==> src/hdl/gbd_pkg.sv <==
// ----------------------------------------------------------------------------
// gbd_pkg: shared types, codes and decode tables of the instruction decoder.
// Holds the operand and operation codes, the result record layout and the
// main opcode table, written as functions.
// ----------------------------------------------------------------------------
package gbd_pkg;

   // Prefix bytes and opcodes that need special handling.
   localparam logic [7:0] PREFIX_CB   = 8'hCB;
   localparam logic [7:0] PREFIX_DD   = 8'hDD;
   localparam logic [7:0] PREFIX_ED   = 8'hED;
   localparam logic [7:0] PREFIX_FD   = 8'hFD;
   localparam logic [7:0] OPC_LD_A_BC   = 8'h0A;
   localparam logic [7:0] OPC_LD_A_DE   = 8'h1A;
   localparam logic [7:0] OPC_LD_A_HLI  = 8'h2A;
   localparam logic [7:0] OPC_LD_A_HLD  = 8'h3A;
   localparam logic [7:0] OPC_LD_BC_A   = 8'h02;
   localparam logic [7:0] OPC_LD_DE_A   = 8'h12;
   localparam logic [7:0] OPC_LD_HLI_A  = 8'h22;
   localparam logic [7:0] OPC_LD_HLD_A  = 8'h32;
   localparam logic [7:0] OPC_LD_A16_SP = 8'h08;
   localparam logic [7:0] OPC_HALT      = 8'h76;
   localparam logic [7:0] OPC_LDH_N_A   = 8'hE0;
   localparam logic [7:0] OPC_LDH_A_N   = 8'hF0;
   localparam logic [7:0] OPC_LDH_C_A   = 8'hE2;
   localparam logic [7:0] OPC_LDH_A_C   = 8'hF2;
   localparam logic [7:0] OPC_LD_A16_A  = 8'hEA;
   localparam logic [7:0] OPC_LD_A_A16  = 8'hFA;
   localparam logic [7:0] OPC_LD_HL_SPN = 8'hF8;
   localparam logic [7:0] OPC_LD_SP_HL  = 8'hF9;
   localparam logic [7:0] HIGH_PAGE     = 8'hFF;

   // Number of immediate bytes that follow an opcode.
   typedef enum logic [1:0] {
      IMM_NONE = 2'd0,
      IMM_BYTE = 2'd1,
      IMM_WORD = 2'd2
   } imm_count_type;

   typedef enum logic [3:0] {
      OP_NOP    = 4'd0,
      OP_LOAD8  = 4'd1,
      OP_LOAD16 = 4'd2,
      OP_PUSH   = 4'd3,
      OP_POP    = 4'd4,
      OP_ADD    = 4'd5,
      OP_ADC    = 4'd6,
      OP_SUB    = 4'd7,
      OP_SBC    = 4'd8,
      OP_AND    = 4'd9,
      OP_OR     = 4'd10,
      OP_XOR    = 4'd11,
      OP_CP     = 4'd12,
      OP_INC    = 4'd13
   } op_kind_type;

   typedef enum logic [4:0] {
      OPD_NONE  = 5'd0,
      OPD_A     = 5'd1,
      OPD_B     = 5'd2,
      OPD_C     = 5'd3,
      OPD_D     = 5'd4,
      OPD_E     = 5'd5,
      OPD_H     = 5'd6,
      OPD_L     = 5'd7,
      OPD_BC    = 5'd8,
      OPD_DE    = 5'd9,
      OPD_HL    = 5'd10,
      OPD_SP    = 5'd11,
      OPD_AF    = 5'd12,
      OPD_IBC   = 5'd13,
      OPD_IDE   = 5'd14,
      OPD_IHL   = 5'd15,
      OPD_IHLD  = 5'd16,
      OPD_IHLI  = 5'd17,
      OPD_IMM8  = 5'd18,
      OPD_IMM16 = 5'd19,
      OPD_ADDR  = 5'd20,
      OPD_HIC   = 5'd21,
      OPD_SPIMM = 5'd22
   } operand_type;

   typedef enum logic [1:0] {
      FLAGS_DEFAULT = 2'd0,
      FLAGS_KEEP    = 2'd1,
      FLAGS_SP_ADD  = 2'd2
   } flag_rule_type;

   // Complete instruction handed from the byte gatherer to the decoder.
   typedef struct packed {
      logic [15:0] imm;
      logic [7:0]  opcode;
   } inst_type;

   // Result record; the first field sits in the highest bits.
   typedef struct packed {
      flag_rule_type flag_rule;
      logic [15:0]   immediate_value;
      operand_type   src_operand;
      operand_type   dest_operand;
      op_kind_type   op_kind;
   } rsp_type;

   // Immediate byte count of an opcode from the main table.
   function automatic imm_count_type imm_count(input logic [7:0] op);
      imm_count_type cnt;
      cnt = IMM_NONE;
      if (op < 8'h40 && op[2:0] == 3'd6) begin
         cnt = IMM_BYTE;
      end else if (op[7:6] == 2'b11 && op[2:0] == 3'd6) begin
         cnt = IMM_BYTE;
      end else if (op == OPC_LDH_N_A || op == OPC_LDH_A_N || op == OPC_LD_HL_SPN) begin
         cnt = IMM_BYTE;
      end else if (op == OPC_LD_A_A16 || op == OPC_LD_A16_A || op == OPC_LD_A16_SP) begin
         cnt = IMM_WORD;
      end else if (op < 8'h40 && op[3:0] == 4'h1) begin
         cnt = IMM_WORD;
      end
      return cnt;
   endfunction

   // Three-bit register field: B C D E H L (HL) A.
   function automatic operand_type reg_code(input logic [2:0] sel);
      operand_type opd;
      unique case (sel)
         3'd0: opd = OPD_B;
         3'd1: opd = OPD_C;
         3'd2: opd = OPD_D;
         3'd3: opd = OPD_E;
         3'd4: opd = OPD_H;
         3'd5: opd = OPD_L;
         3'd6: opd = OPD_IHL;
         default: opd = OPD_A;
      endcase
      return opd;
   endfunction

   // Three-bit ALU field: add adc sub sbc and xor or cp.
   function automatic op_kind_type alu_kind(input logic [2:0] sel);
      op_kind_type kind;
      unique case (sel)
         3'd0: kind = OP_ADD;
         3'd1: kind = OP_ADC;
         3'd2: kind = OP_SUB;
         3'd3: kind = OP_SBC;
         3'd4: kind = OP_AND;
         3'd5: kind = OP_XOR;
         3'd6: kind = OP_OR;
         default: kind = OP_CP;
      endcase
      return kind;
   endfunction

   // Register pair field, with SP or AF in the last slot.
   function automatic operand_type pair_code(input logic [1:0] sel, input logic use_af);
      operand_type opd;
      unique case (sel)
         2'd0: opd = OPD_BC;
         2'd1: opd = OPD_DE;
         2'd2: opd = OPD_HL;
         default: opd = use_af ? OPD_AF : OPD_SP;
      endcase
      return opd;
   endfunction

   // Main opcode table. Unknown opcodes and HALT give an all-zero record.
   function automatic rsp_type decode(input inst_type inst);
      rsp_type     r;
      logic [7:0]  op;
      logic [15:0] hi_addr;
      op      = inst.opcode;
      hi_addr = {HIGH_PAGE, inst.imm[7:0]};
      r       = '{FLAGS_DEFAULT, 16'h0000, OPD_NONE, OPD_NONE, OP_NOP};
      if (op < 8'h40 && op[2:0] == 3'd6) begin
         r = '{FLAGS_DEFAULT, inst.imm, OPD_IMM8, reg_code(op[5:3]), OP_LOAD8};
      end else if (op < 8'h40 && op[3:0] == 4'h1) begin
         r = '{FLAGS_DEFAULT, inst.imm, OPD_IMM16, pair_code(op[5:4], 1'b0), OP_LOAD16};
      end else if (op < 8'h40 && op[2:0] == 3'd4) begin
         r = '{FLAGS_DEFAULT, 16'h0000, OPD_NONE, reg_code(op[5:3]), OP_INC};
      end else if (op[7:6] == 2'b01) begin
         if (op != OPC_HALT) begin
            r = '{FLAGS_DEFAULT, 16'h0000, reg_code(op[2:0]), reg_code(op[5:3]), OP_LOAD8};
         end
      end else if (op[7:6] == 2'b10) begin
         r = '{FLAGS_DEFAULT, 16'h0000, reg_code(op[2:0]), OPD_A, alu_kind(op[5:3])};
      end else if (op[7:6] == 2'b11 && op[2:0] == 3'd6) begin
         r = '{FLAGS_DEFAULT, inst.imm, OPD_IMM8, OPD_A, alu_kind(op[5:3])};
      end else if (op[7:6] == 2'b11 && op[3:0] == 4'h5) begin
         r = '{FLAGS_DEFAULT, 16'h0000, pair_code(op[5:4], 1'b1), OPD_NONE, OP_PUSH};
      end else if (op[7:6] == 2'b11 && op[3:0] == 4'h1) begin
         r = '{FLAGS_DEFAULT, 16'h0000, OPD_NONE, pair_code(op[5:4], 1'b1), OP_POP};
      end else begin
         unique case (op)
            OPC_LD_BC_A:   r = '{FLAGS_DEFAULT, 16'h0000, OPD_A, OPD_IBC, OP_LOAD8};
            OPC_LD_DE_A:   r = '{FLAGS_DEFAULT, 16'h0000, OPD_A, OPD_IDE, OP_LOAD8};
            OPC_LD_HLI_A:  r = '{FLAGS_DEFAULT, 16'h0000, OPD_A, OPD_IHLI, OP_LOAD8};
            OPC_LD_HLD_A:  r = '{FLAGS_DEFAULT, 16'h0000, OPD_A, OPD_IHLD, OP_LOAD8};
            OPC_LD_A_BC:   r = '{FLAGS_DEFAULT, 16'h0000, OPD_IBC, OPD_A, OP_LOAD8};
            OPC_LD_A_DE:   r = '{FLAGS_DEFAULT, 16'h0000, OPD_IDE, OPD_A, OP_LOAD8};
            OPC_LD_A_HLI:  r = '{FLAGS_DEFAULT, 16'h0000, OPD_IHLI, OPD_A, OP_LOAD8};
            OPC_LD_A_HLD:  r = '{FLAGS_DEFAULT, 16'h0000, OPD_IHLD, OPD_A, OP_LOAD8};
            OPC_LDH_A_C:   r = '{FLAGS_DEFAULT, 16'h0000, OPD_HIC, OPD_A, OP_LOAD8};
            OPC_LDH_C_A:   r = '{FLAGS_DEFAULT, 16'h0000, OPD_A, OPD_HIC, OP_LOAD8};
            OPC_LD_A_A16:  r = '{FLAGS_DEFAULT, inst.imm, OPD_ADDR, OPD_A, OP_LOAD8};
            OPC_LD_A16_A:  r = '{FLAGS_DEFAULT, inst.imm, OPD_A, OPD_ADDR, OP_LOAD8};
            OPC_LDH_A_N:   r = '{FLAGS_DEFAULT, hi_addr, OPD_ADDR, OPD_A, OP_LOAD8};
            OPC_LDH_N_A:   r = '{FLAGS_DEFAULT, hi_addr, OPD_A, OPD_ADDR, OP_LOAD8};
            OPC_LD_SP_HL:  r = '{FLAGS_KEEP, 16'h0000, OPD_HL, OPD_SP, OP_LOAD16};
            OPC_LD_HL_SPN: r = '{FLAGS_SP_ADD, {8'h00, inst.imm[7:0]}, OPD_SPIMM, OPD_HL,
                                 OP_LOAD16};
            OPC_LD_A16_SP: r = '{FLAGS_KEEP, inst.imm, OPD_SP, OPD_ADDR, OP_LOAD16};
            default: ;
         endcase
      end
      return r;
   endfunction

endpackage

==> src/hdl/gameboy_cpu_instruction_decoder.sv <==
// ----------------------------------------------------------------------------
// gameboy_cpu_instruction_decoder: LR35902 main-table instruction decoder.
// Takes the instruction stream one byte per request and returns one record
// per complete instruction. A byte is accepted in every cycle that the
// result side does not stall, so the sustained rate is one byte per cycle;
// a record is registered in the gather register and then in the result
// register after the last byte of its instruction. One prefix byte (CB, DD,
// ED or FD) is dropped and the next byte decodes with the main table; LDH
// with an immediate byte reports the full address FF00 plus that byte, and
// unknown opcodes give an all-zero record without taking immediate bytes.
// ----------------------------------------------------------------------------
module gameboy_cpu_instruction_decoder (
   input  logic        clock,
   input  logic        reset,
   input  logic        req_tvalid,
   output logic        req_tready,
   input  logic [7:0]  req_tdata,   // [7:0] data_byte
   output logic        rsp_tvalid,
   input  logic        rsp_tready,
   output logic [31:0] rsp_tdata    // [3:0] op_kind, [8:4] dest_operand,
                                    // [13:9] src_operand, [29:14] immediate_value,
                                    // [31:30] flag_rule
);
   import gbd_pkg::*;

   logic     inst_valid;
   logic     inst_ready;
   inst_type inst;
   rsp_type  rsp;

   // Byte gathering stage.
   gbd_gather u_gather (
      .clock      (clock),
      .reset      (reset),
      .byte_valid (req_tvalid),
      .byte_ready (req_tready),
      .byte_data  (req_tdata),
      .inst_valid (inst_valid),
      .inst_ready (inst_ready),
      .inst       (inst)
   );

   // Decode and result stage.
   gbd_format u_format (
      .clock      (clock),
      .reset      (reset),
      .inst_valid (inst_valid),
      .inst_ready (inst_ready),
      .inst       (inst),
      .rsp_valid  (rsp_tvalid),
      .rsp_ready  (rsp_tready),
      .rsp        (rsp)
   );

   assign rsp_tdata = rsp;

endmodule

==> src/hdl/gbd_gather.sv <==
// ----------------------------------------------------------------------------
// gbd_gather: instruction byte gatherer.
// Drops one prefix byte, holds the opcode and its immediate bytes, and
// registers one complete instruction when its last byte arrives.
// ----------------------------------------------------------------------------
module gbd_gather (
   input  logic              clock,
   input  logic              reset,
   input  logic              byte_valid,
   output logic              byte_ready,
   input  logic [7:0]        byte_data,
   output logic              inst_valid,
   input  logic              inst_ready,
   output gbd_pkg::inst_type inst
);
   import gbd_pkg::*;

   logic [1:0]    pending_ff, pending_in;
   logic          prefix_ff, prefix_in;
   logic [7:0]    held_op_ff, held_op_in;
   logic [7:0]    held_low_ff, held_low_in;
   logic          inst_valid_ff, inst_valid_in;
   inst_type      inst_ff, inst_in;
   logic          take;
   logic          emit;
   logic          is_prefix;
   imm_count_type new_count;

   // A byte is taken whenever the instruction register is free or drains now.
   assign byte_ready = !inst_valid_ff || inst_ready;
   assign take       = byte_valid && byte_ready;
   assign is_prefix  = byte_data == PREFIX_CB || byte_data == PREFIX_DD ||
                       byte_data == PREFIX_ED || byte_data == PREFIX_FD;
   assign new_count  = imm_count(byte_data);

   // Byte counter and prefix tracking.
   always_comb begin
      pending_in  = pending_ff;
      prefix_in   = prefix_ff;
      held_op_in  = held_op_ff;
      held_low_in = held_low_ff;
      inst_in     = inst_ff;
      emit        = 1'b0;
      if (take) begin
         priority if (pending_ff == 2'd0) begin
            if (!prefix_ff && is_prefix) begin
               prefix_in = 1'b1;
            end else begin
               prefix_in = 1'b0;
               if (new_count == IMM_NONE) begin
                  emit    = 1'b1;
                  inst_in = '{16'h0000, byte_data};
               end else begin
                  held_op_in = byte_data;
                  pending_in = new_count;
               end
            end
         end else if (pending_ff == 2'd2) begin
            held_low_in = byte_data;
            pending_in  = 2'd1;
         end else begin
            pending_in = 2'd0;
            emit       = 1'b1;
            if (imm_count(held_op_ff) == IMM_WORD) begin
               inst_in = '{{byte_data, held_low_ff}, held_op_ff};
            end else begin
               inst_in = '{{8'h00, byte_data}, held_op_ff};
            end
         end
      end
      inst_valid_in = emit || (inst_valid_ff && !inst_ready);
   end

   // Control state.
   always_ff @(posedge clock) begin
      if (reset) begin
         pending_ff    <= 2'd0;
         prefix_ff     <= 1'b0;
         inst_valid_ff <= 1'b0;
      end else begin
         pending_ff    <= pending_in;
         prefix_ff     <= prefix_in;
         inst_valid_ff <= inst_valid_in;
      end
   end

   // Held bytes and the assembled instruction.
   always_ff @(posedge clock) begin
      held_op_ff  <= held_op_in;
      held_low_ff <= held_low_in;
      inst_ff     <= inst_in;
   end

   assign inst_valid = inst_valid_ff;
   assign inst       = inst_ff;

endmodule

==> src/hdl/gbd_format.sv <==
// ----------------------------------------------------------------------------
// gbd_format: opcode table lookup and result register.
// Decodes one gathered instruction into a result record and holds it until
// the result channel takes it.
// ----------------------------------------------------------------------------
module gbd_format (
   input  logic              clock,
   input  logic              reset,
   input  logic              inst_valid,
   output logic              inst_ready,
   input  gbd_pkg::inst_type inst,
   output logic              rsp_valid,
   input  logic              rsp_ready,
   output gbd_pkg::rsp_type  rsp
);
   import gbd_pkg::*;

   logic    rsp_valid_ff, rsp_valid_in;
   rsp_type rsp_ff, rsp_in;

   // The result register loads whenever it is empty or being emptied.
   assign inst_ready   = !rsp_valid_ff || rsp_ready;
   assign rsp_valid_in = inst_valid || (rsp_valid_ff && !rsp_ready);
   assign rsp_in       = (inst_valid && inst_ready) ? decode(inst) : rsp_ff;

   always_ff @(posedge clock) begin
      if (reset) begin
         rsp_valid_ff <= 1'b0;
      end else begin
         rsp_valid_ff <= rsp_valid_in;
      end
   end

   always_ff @(posedge clock) begin
      rsp_ff <= rsp_in;
   end

   assign rsp_valid = rsp_valid_ff;
   assign rsp       = rsp_ff;

endmodule
==> config.mk <==
export PLATFORM = sky130hd
export DESIGN_NAME = gameboy_cpu_instruction_decoder
export DESIGN_NICKNAME = d
export VERILOG_FILES = /design/src/hdl/gbd_pkg.sv /design/src/hdl/gameboy_cpu_instruction_decoder.sv /design/src/hdl/gbd_gather.sv /design/src/hdl/gbd_format.sv
export SDC_FILE = /design/constraint.sdc
export NUM_CORES = 1
export LEC_CHECK = 0
export BUFFER_PORTS_ARGS = -buffer_cell sky130_fd_sc_hd__buf_2
export CORE_MARGIN = 4
export CORE_UTILIZATION = 55
export CTS_BUF_LIST = sky130_fd_sc_hd__clkbuf_8
export CTS_CLUSTER_SIZE = 16
export DETAILED_ROUTE_END_ITERATION = 6
export PLACE_DENSITY = 0.84
export SLEW_MARGIN = 30
export SYNTH_ARGS = -nofsm -noshare
export SYNTH_HDL_FRONTEND = slang
export SYNTH_SLANG_ARGS = --single-unit
==> constraint.sdc <==
create_clock -name clock -period 3.4 [get_ports clock]
set_input_delay 0.34 -clock clock [delete_from_list [all_inputs] [get_ports clock]]
set_output_delay 0.34 -clock clock [all_outputs]
set_load 0.05 [all_outputs]
==> results of run 1 <==
critical path, cell delays in order, from the launching register on:
cell,delay (ns)
edfxtp_1,0.80
and4b_1,0.32
mux2_2,0.28
a32o_1,0.20
nor4b_1,0.37
o21bai_1,0.11
metrics by stage:
stage,cell area [sq um],cells,worst slack [ns]
floorplan,4044,385,0.4037
global placement,4335,510,1.117
detailed placement,4335,510,1.137
CTS,4517,526,1.118
global route,4517,526,0.9322
finish,4517,526,1.073
power by group through the flow:
| stage | Sequential, W | Clock [W] | Combinational (W) |
|---|---|---|---|
| 2_1_floorplan | 0.00120 | 0 | 0.000175 |
| 3_3_place_gp | 0.00116 | 0 | 0.000303 |
| 3_5_place_dp | 0.00116 | 0 | 0.000304 |
| 4_1_cts | 0.00114 | 0.000644 | 0.000306 |
| 5_1_grt | 0.00114 | 0.000692 | 0.000334 |
| 6_report | 0.00114 | 0.000636 | 0.000309 |
routing by layer:
metal  share of wire (%)  vias up  wire [microns]  track usage (%)
met3                 9.8       14             842            5.288
met2                  46      176            3936            29.33
met5                   0        -               0                0
li1                    -     1500               -                -
met1                  43     1449            3658            28.21
met4                 1.9        0             165            9.627
worst paths after layout:
path | from | to | slack (ns) | cells past startpoint
setup reg to reg | u_gather.inst[4] | u_format.rsp[0] | 1.07 | 5
hold / removal | reset | u_gather.pending_ff[0] | 0.21 | 2
hold reg to reg | u_gather.prefix_ff | u_gather.prefix_ff | 0.50 | 2
setup / recovery | u_gather.inst[4] | u_format.rsp[0] | 1.07 | 5
kinds of logic (layout without fill, tap and decap cells):
family                     after synthesis  in the layout  synth area share [%]
DFF                                     77             77                 55.94
xor gates and xnor gates                 3              3                0.6499
muxes                                   11             11                 2.847
adders and majority gates                4              4                 1.238
and+or+nand+nor                        187            187                 23.61
buffers and inverters                   29             74                 3.156
AOI/OAI and AO/OA                       74             74                 12.56
layout make-up:
type | instances | area, sq um
inverter | 8 | 30.03
clock inverter | 7 | 57.56
timing repair buffer | 50 | 262.8
tap | 96 | 120.1
fill | 558 | 2465
sequential | 77 | 2262
clock buffer | 9 | 123.9
multi-input combinational | 279 | 1660
synth_stat cells, types with 3 or more instances:
library cell   n  area share (%)
a21oi_1       16             2.0
a31oi_1        4            0.62
a32oi_1        5             1.1
and3_1        10             1.5
buf_2          6            0.74
clkbuf_1      11             1.0
dfxtp_1        5             2.5
edfxtp_1      72              53
ha_1           4             1.2
inv_1          8            0.74
mux2i_1        9             2.2
nand2_1       73             6.8
nand2b_1       6            0.93
nand3_1        8            0.99
nand3b_1       3            0.56
nand4_1        3            0.46
nor2_1        29             2.7
nor2b_1       18             2.8
nor3_1        11             1.4
nor3b_1        3            0.56
nor4b_1        3            0.65
o21ai_0       21             2.6
or3_1          3            0.46
registers in the layout, indices dropped and copies added, names as in the netlist:
name,flops
u_format.rsp,32
u_gather.inst,24
u_gather.held_low_ff,8
u_gather.held_op_ff,8
u_gather.pending_ff,2
u_format.rsp_valid,1
u_gather.inst_valid,1
u_gather.prefix_ff,1
==> results.cfg, run 1 <==
[critical_path]
cp-end-kind = register
critPathArrivalTime_ns = 2.43
startpoint_type = register
critPathMaxFanout = 19
worstSetupPathType = reg -> reg
critPathRequiredTime_ns = 3.50

[detailed_routing]
drt-total-wl_mm = 8.602
via_count = 3139
ant_nets = 0
drt_iter0_drc = 500
viasPerCell = 5.968
firstDrtPassIters = 6
wl_per_cell_microns = 16.35
post-route-drc-count = 0

[timing]
period_minus_slack_ns = 2.327
rsz0062_at_grt = false
finalCritPeriodShare_pct = 68.45
slew_headroom_pct = 48.47
worstMarginPinSlew_ns = 0.7730
clock_skew_ns = 0.007542
hold_ws_ns = 0.2064
finalMaxSlewViolations = 0
setup_violations = 0
fmax_mhz = 429.7
finalHoldViolations = 0
fin_setup_tns_ns = 0

[cts]
htree_levels = 3
clk_pin_slew_worst_paths_ns = 0.09
ctsRootBufferMaster = clkbuf_8
cts_buffers = 9
cts-resized-gates = 0
clkLatencyLatePin_ns = 0.36
cts_num_sinks = 77
cts_tree = done
max-clock-path-buffers = 2
hold_buffers = 0
post_cts_buffers = 0

[power_and_ir_drop]
sw_frac_of_total_pct = 30.20
combPwrFrac_pct = 14.8
ir_worst_vdd_v = 0.0002663
power_density_mw_per_mm2 = 460.9
clkPwrFrac_pct = 30.5
p_total_w = 0.002082
power.switching_w = 0.0006287
p_leak_nw = 1.667
p_int_w = 0.001453
pwr-share-seq_pct = 54.6

[global_route]
grt_pass1_wl_mm = 13.78
grt_max_degree = 35
antenna_found_initial = 0
grt-ovfl-total = 0
grt_pass1_vias = 2748
track_usage_pct = 20.22

[synthesis]
ys_ff_latch = 77
synth.distinct_cells = 65
ys_seq_area_share_pct = 55.94
async_reset_ff_share_pct = 0
synthFlopType = edfxtp_1
synth_nets = 401
ys_warn_count = 0
avgSynthCellArea_sq_um = 10.50
synth_edf_count = 72
netlist_area_sq_mm = 0.004044
netlist_instances = 385

[cells_and_area]
num_antenna_cells = 0
layout_common_cells = nand2_1, edfxtp_1, buf_2
syn_to_final_growth_pct = 11.70
fin_nets = 441
drive_above_1_share_pct = 18.60
utilization_pct = 64.70
final_common_cell = nand2_1

[floorplan]
fp.dieW_microns = 93.75
dieArea_sq_mm = 0.008788
ios = 46
num_rows = 30
initial_utilization_pct = 57.92
die_h_microns = 93.75
core_sq_mm = 0.006982

[flow_run]
maxCapViolCount = 0

[place]
dp_hpwl_mm = 5.809
io_buffers = 45
globalplace.congestion = 1.046

[outcome]
outcome = completed

[worst_hold_path]
hold_class = in -> reg
No activity file was read; power rests on OpenSTA's default activity.
==> run 2: changes to the inputs <==
==> constraint.sdc (replaced) <==
create_clock -name clock -period 2.3 [get_ports clock]
set_input_delay 0.23 -clock clock [delete_from_list [all_inputs] [get_ports clock]]
set_output_delay 0.23 -clock clock [all_outputs]
set_load 0.05 [all_outputs]
==> run 2 against run 1 <==
Largest cell class unchanged. Maximum frequency up 7.3%. Flip-flop and latch count did not move. Power increased by 59%. Clock-buffer cell count unchanged. First-iteration DRC count fell by 51%. Sequential power up 45%. Hold slack lost 0.096 ns. Largest power group unchanged. Via count up 1.8%. Core utilization up 3.0 points. Critical path depth grew 1. Cell count increased by 3.6%. Cell area rose by 4.6%. Highest routed layer unchanged.
==> results.cfg, run 2 (same netlist as run 1, synthesis figures left out) <==
[cells_and_area]
syn_to_final_growth_pct = 16.83
fin_nets = 460
fin_area_sq_mm = 0.004725
layout_common_cells = nand2_1, edfxtp_1, buf_2
multiInputGateArea_sq_mm = 0.001660
drive_above_1_share_pct = 21.83
area.sequential_sq_mm = 0.002262
largest_reg_flops = 32
final_common_cell = nand2_1
num_antenna_cells = 0
utilization_pct = 67.67
n_fill_cell = 530

[cts]
cts_num_sinks = 77
htree_levels = 3
ctsRootBufferMaster = clkbuf_8
max-clock-path-buffers = 2
cts_tree = done
clk_pin_slew_worst_paths_ns = 0.08
hold_buffers = 0
cts_buffers = 9
clkLatencyLatePin_ns = 0.35

[place]
globalplace.congestion = 0.9459
dp_hpwl_mm = 6.474
io_buffers = 45
placed_cell_area_sq_mm = 0.004483

[timing]
finalCritPeriodShare_pct = 94.33
slew_headroom_pct = 62.29
clock_skew_ns = 0.009168
period_minus_slack_ns = 2.170
finalHoldViolations = 0
rsz0062_at_grt = false
setup_violations = 0
finalMaxSlewViolations = 0
fmax_mhz = 460.9
worstMarginPinSlew_ns = 0.5636

[outcome]
outcome = completed

[critical_path]
startpoint_type = register
critPathRequiredTime_ns = 2.40
worstSetupPathType = reg -> reg
critPathMaxFanout = 15
critPathArrivalTime_ns = 2.27
cp-end-kind = register

[floorplan]
core_sq_mm = 0.006982
dieArea_sq_mm = 0.008788
ios = 46
num_rows = 30
initial_utilization_pct = 57.92
die_h_microns = 93.75
fp.dieW_microns = 93.75

[power_and_ir_drop]
p_leak_nw = 1.792
ir_worst_vdd_v = 0.0003905
power_density_mw_per_mm2 = 701.7

[detailed_routing]
drt_iter0_drc = 244
wl_met3_microns = 791
post-route-drc-count = 0
via_count = 3195
wl_met2_mm = 3.898
viasPerCell = 5.862
drt-total-wl_mm = 9.159
wl_per_cell_microns = 16.81
firstDrtPassIters = 5
top_layer = met4
ant_nets = 0
wl_met1_mm = 4.266

[global_route]
antenna_found_initial = 0
track_usage_pct = 21.40
grt_max_degree = 35
grt-ovfl-total = 0
grt_pass1_vias = 2838
grt_pass1_wl_mm = 14.59

[flow_run]
maxCapViolCount = 0

[worst_hold_path]
hold_class = in -> reg
## run 2: changes by cell type in the layout (fill, tap and decap cells not counted), sizes merged
| cell | delta |
|---|---|
| bufinv | +2 |
| clkinv | -1 |
| clkinvlp | -1 |
| buf | +19 |
## run 2: final timing paths
check	startpoint	to	cells past startpoint	slack, ns
max reg2reg	u_gather.inst[7]	u_format.rsp[18]	6	0.13
min	reset	u_gather.prefix_ff	2	0.11
max	u_gather.inst[7]	u_format.rsp[18]	6	0.13
min reg2reg	u_gather.prefix_ff	u_gather.prefix_ff	2	0.49
## run 2: layout make-up
class	instances	area share, %
Tap cell	96	2.542
Sequential cell	77	47.88
Timing Repair Buffer	69	9.110
Clock inverter	7	2.066
Clock buffer	9	2.622
Multi-Input combinational cell	279	35.14
Inverter	8	0.6356
## run 2: repair_timing
action                                  in CTS  in global routing
gates resized for setup                      0                  0
buffers inserted                             0                  1
endpoints found under the setup margin       0                  1
## run 2: critical path, cell delays in order (launching register included)
cell	delay (ns)
edfxtp_1	0.66
or2_1	0.28
a2bb2oi_1	0.37
o31ai_4	0.15
buf_12	0.16
a21oi_4	0.21
nor2b_1	0.09
## run 2: through the flow
step | setup slack, ns | instances | hold slack [ns] | power [W] | TNS [ns]
after global placement | 0.2427 | 528 | 0.4633 | 0.002208 | 0
after global routing | 0.04795 | 545 | 0.1050 | 0.003450 | 0
after floorplan | -0.1826 | 385 | 0.2991 | 0.002037 | -7.053
after CTS | 0.1214 | 544 | 0.09660 | 0.003320 | 0
after detailed placement | 0.1488 | 528 | 0.4672 | 0.002207 | 0
final | 0.1304 | 545 | 0.1099 | 0.003315 | 0
## run 2: where the power goes
part,switching (W),total (W),internal [W]
Clock,0.000509,0.00113,0.000617
Sequential,0.0000384,0.00165,0.00161
Combinational,0.000374,0.000540,0.000166
Total,0.000922,0.00332,0.00239
## run 2: layer usage
metal,up-vias,global-route usage [%]
met1,1475,32.96
met4,0,8.183
met5,-,0
met2,164,29.39
met3,14,4.487
li1,1542,-
==> run 3: changes to the inputs <==
--- a/config.mk
+++ b/config.mk
@@ -7,11 +7,11 @@
 export LEC_CHECK = 0
 export BUFFER_PORTS_ARGS = -buffer_cell sky130_fd_sc_hd__buf_2
 export CORE_MARGIN = 4
-export CORE_UTILIZATION = 55
+export CORE_UTILIZATION = 36
 export CTS_BUF_LIST = sky130_fd_sc_hd__clkbuf_8
 export CTS_CLUSTER_SIZE = 16
 export DETAILED_ROUTE_END_ITERATION = 6
-export PLACE_DENSITY = 0.84
+export PLACE_DENSITY = 0.62
 export SLEW_MARGIN = 30
 export SYNTH_ARGS = -nofsm -noshare
 export SYNTH_HDL_FRONTEND = slang
==> run 3 against run 2 <==
Sequential share of layout area barely moved. Via count fell by 0.78%. First-iteration DRC count rose by 11%. Critical endpoint is now u_format.rsp[21].
==> results.cfg, run 3 (same netlist as run 1, synthesis figures left out) <==
[timing]
slew_headroom_pct = 65.24
hold_ws_ns = 0.1077
period_minus_slack_ns = 2.097
fmax_mhz = 477.0
final.setup.worst_slack_ns = 0.2034
setup_violations = 0
finalCritPeriodShare_pct = 91.16
fin_setup_tns_ns = 0
clock_skew_ns = 0.005868
finalMaxSlewViolations = 0
finalHoldViolations = 0
rsz0062_at_grt = false
worstMarginPinSlew_ns = 0.5196

[critical_path]
critPathMaxFanout = 11
path_cells = or4b_1 -> a2bb2oi_1 -> o31ai_4 -> a21oi_4 -> nor2b_1
worst-path-buf-inv = 0
cpPeakStageDelay_ns = 0.56
r2r_slack_ns = 0.20
critPathRequiredTime_ns = 2.40
critPathArrivalTime_ns = 2.20
crit_slowest_cell = edfxtp_1
cp-end-kind = register
timing.rr.end = u_format.rsp[21]
crit_family = compound AO/OA/AOI/OAI gates
startpoint_type = register
reg2regPathDepth = 5
worstSetupPathType = reg -> reg
r2r-start = u_gather.inst[1]

[cells_and_area]
num_antenna_cells = 0
syn_to_final_growth_pct = 16.89
fin_nets = 458
largest_reg_flops = 32
layout_common_cells = nand2_1, edfxtp_1, buf_2
fin_area_sq_mm = 0.004727
utilization_pct = 43.23
drive_above_1_share_pct = 21.70
final_common_cell = nand2_1

[cts]
cts-resized-gates = 0
cts_buffers = 9
cts_tree = done
ctsRootBufferMaster = clkbuf_8
clkLatencyLatePin_ns = 0.35
hold_buffers = 0
cts_num_sinks = 77
clk_pin_slew_worst_paths_ns = 0.08
max-clock-path-buffers = 2
post_cts_buffers = 0
htree_levels = 3

[worst_hold_path]
hold_class = in -> reg
min_to = u_gather.pending_ff[0]
worstHoldPathCells = 2
min-delay-start = reset

[detailed_routing]
firstDrtPassIters = 5
wl_per_cell_microns = 16.57
ant_nets = 0
viasPerCell = 5.400
via_count = 3170
drt-total-wl_mm = 9.727
drt_iter0_drc = 271
post-route-drc-count = 0

[place]
dp_slack_ns = 0.2295
globalplace.congestion = 0.9650
placed_cell_area_sq_mm = 0.004531
io_buffers = 45
dp_hpwl_mm = 6.807

[floorplan]
num_rows = 38
fp.dieW_microns = 114.0
core_sq_mm = 0.01094
dieArea_sq_mm = 0.01299
initial_utilization_pct = 36.98
ios = 46
die_h_microns = 114.0

[power_and_ir_drop]
p_leak_nw = 1.763
p_int_w = 0.002273
power.switching_w = 0.0009420
pwr-share-seq_pct = 51.1
sw_frac_of_total_pct = 29.30
clkPwrFrac_pct = 32.2
power_density_mw_per_mm2 = 680.2
ir_worst_vdd_v = 0.0002550
combPwrFrac_pct = 16.6

[global_route]
grt_pass1_wl_mm = 15.74
track_usage_pct = 15.46
grt-ovfl-total = 0
grt_max_degree = 35
antenna_found_initial = 0
grt_pass1_vias = 2949

[outcome]
outcome = completed

[flow_run]
maxCapViolCount = 0
[run 3: cell types whose count changed in the layout (fill, tap and decap cells not counted), sizes merged]
cell      previous run  this run
clkinv               1         2
inv                 11        10
bufinv               2         1
buf                 69        67
clkinvlp             1         2
[run 3: metal layers]
metal / GRT usage, % / vias to the layer above / routed length, microns
li1: - / 1528 / -
met1: 22.40 / 1489 / 4310
met2: 22.87 / 142 / 4444
met3: 3.077 / 11 / 848
met4: 5.859 / 0 / 125
met5: 0 / - / 0
[run 3: area by class of cell]
class	count	area, sq um
inverters	8	30.03
clock inverters	7	72.57
repair buffers	67	402.9
clock buffers	9	123.9
multi-input cells	279	1660
fillers	1056	6208
well taps	140	175.2
flip-flops and latches	77	2262
[run 3: worst max-delay path by stage]
stage / slack (ns) / from / to / depth (start not counted)
2_1_floorplan: -0.18 / u_format.rsp_valid / u_gather.inst[0] / 4
3_3_place_gp: 0.18 / u_gather.inst[4] / u_format.rsp[1] / 7
3_5_place_dp: 0.23 / u_gather.inst[1] / u_format.rsp[18] / 5
4_1_cts: 0.19 / u_gather.inst[1] / u_format.rsp[21] / 5
5_1_grt: 0.07 / u_gather.inst[7] / u_format.rsp[18] / 5
6_report: 0.20 / u_gather.inst[1] / u_format.rsp[21] / 5
[run 3: power by group through the flow]
| stage | clock network, W | logic, W | registers (W) |
|---|---|---|---|
| CTS | 0.00106 | 0.000532 | 0.00165 |
| detailed placement | 0 | 0.000530 | 0.00168 |
| global placement | 0 | 0.000532 | 0.00168 |
| floorplan | 0 | 0.000259 | 0.00178 |
| finish | 0.00104 | 0.000535 | 0.00164 |
| global route | 0.00113 | 0.000575 | 0.00165 |
[run 3: stage by stage]
| step | instances | total power, W |
|---|---|---|
| after floorplan | 385 | 0.002037 |
| after global placement | 571 | 0.002209 |
| after detailed placement | 571 | 0.002208 |
| after CTS | 587 | 0.003241 |
| after global routing | 587 | 0.003361 |
| final | 587 | 0.003215 |
[run 3: worst reg2reg max path, delay by kind of cell, from the launching register on]
family           cells  cell delay (ns)
flip-flops           1             0.56
AO/OA/AOI/OAI        3             0.80
AND/OR/NAND/NOR      2             0.49
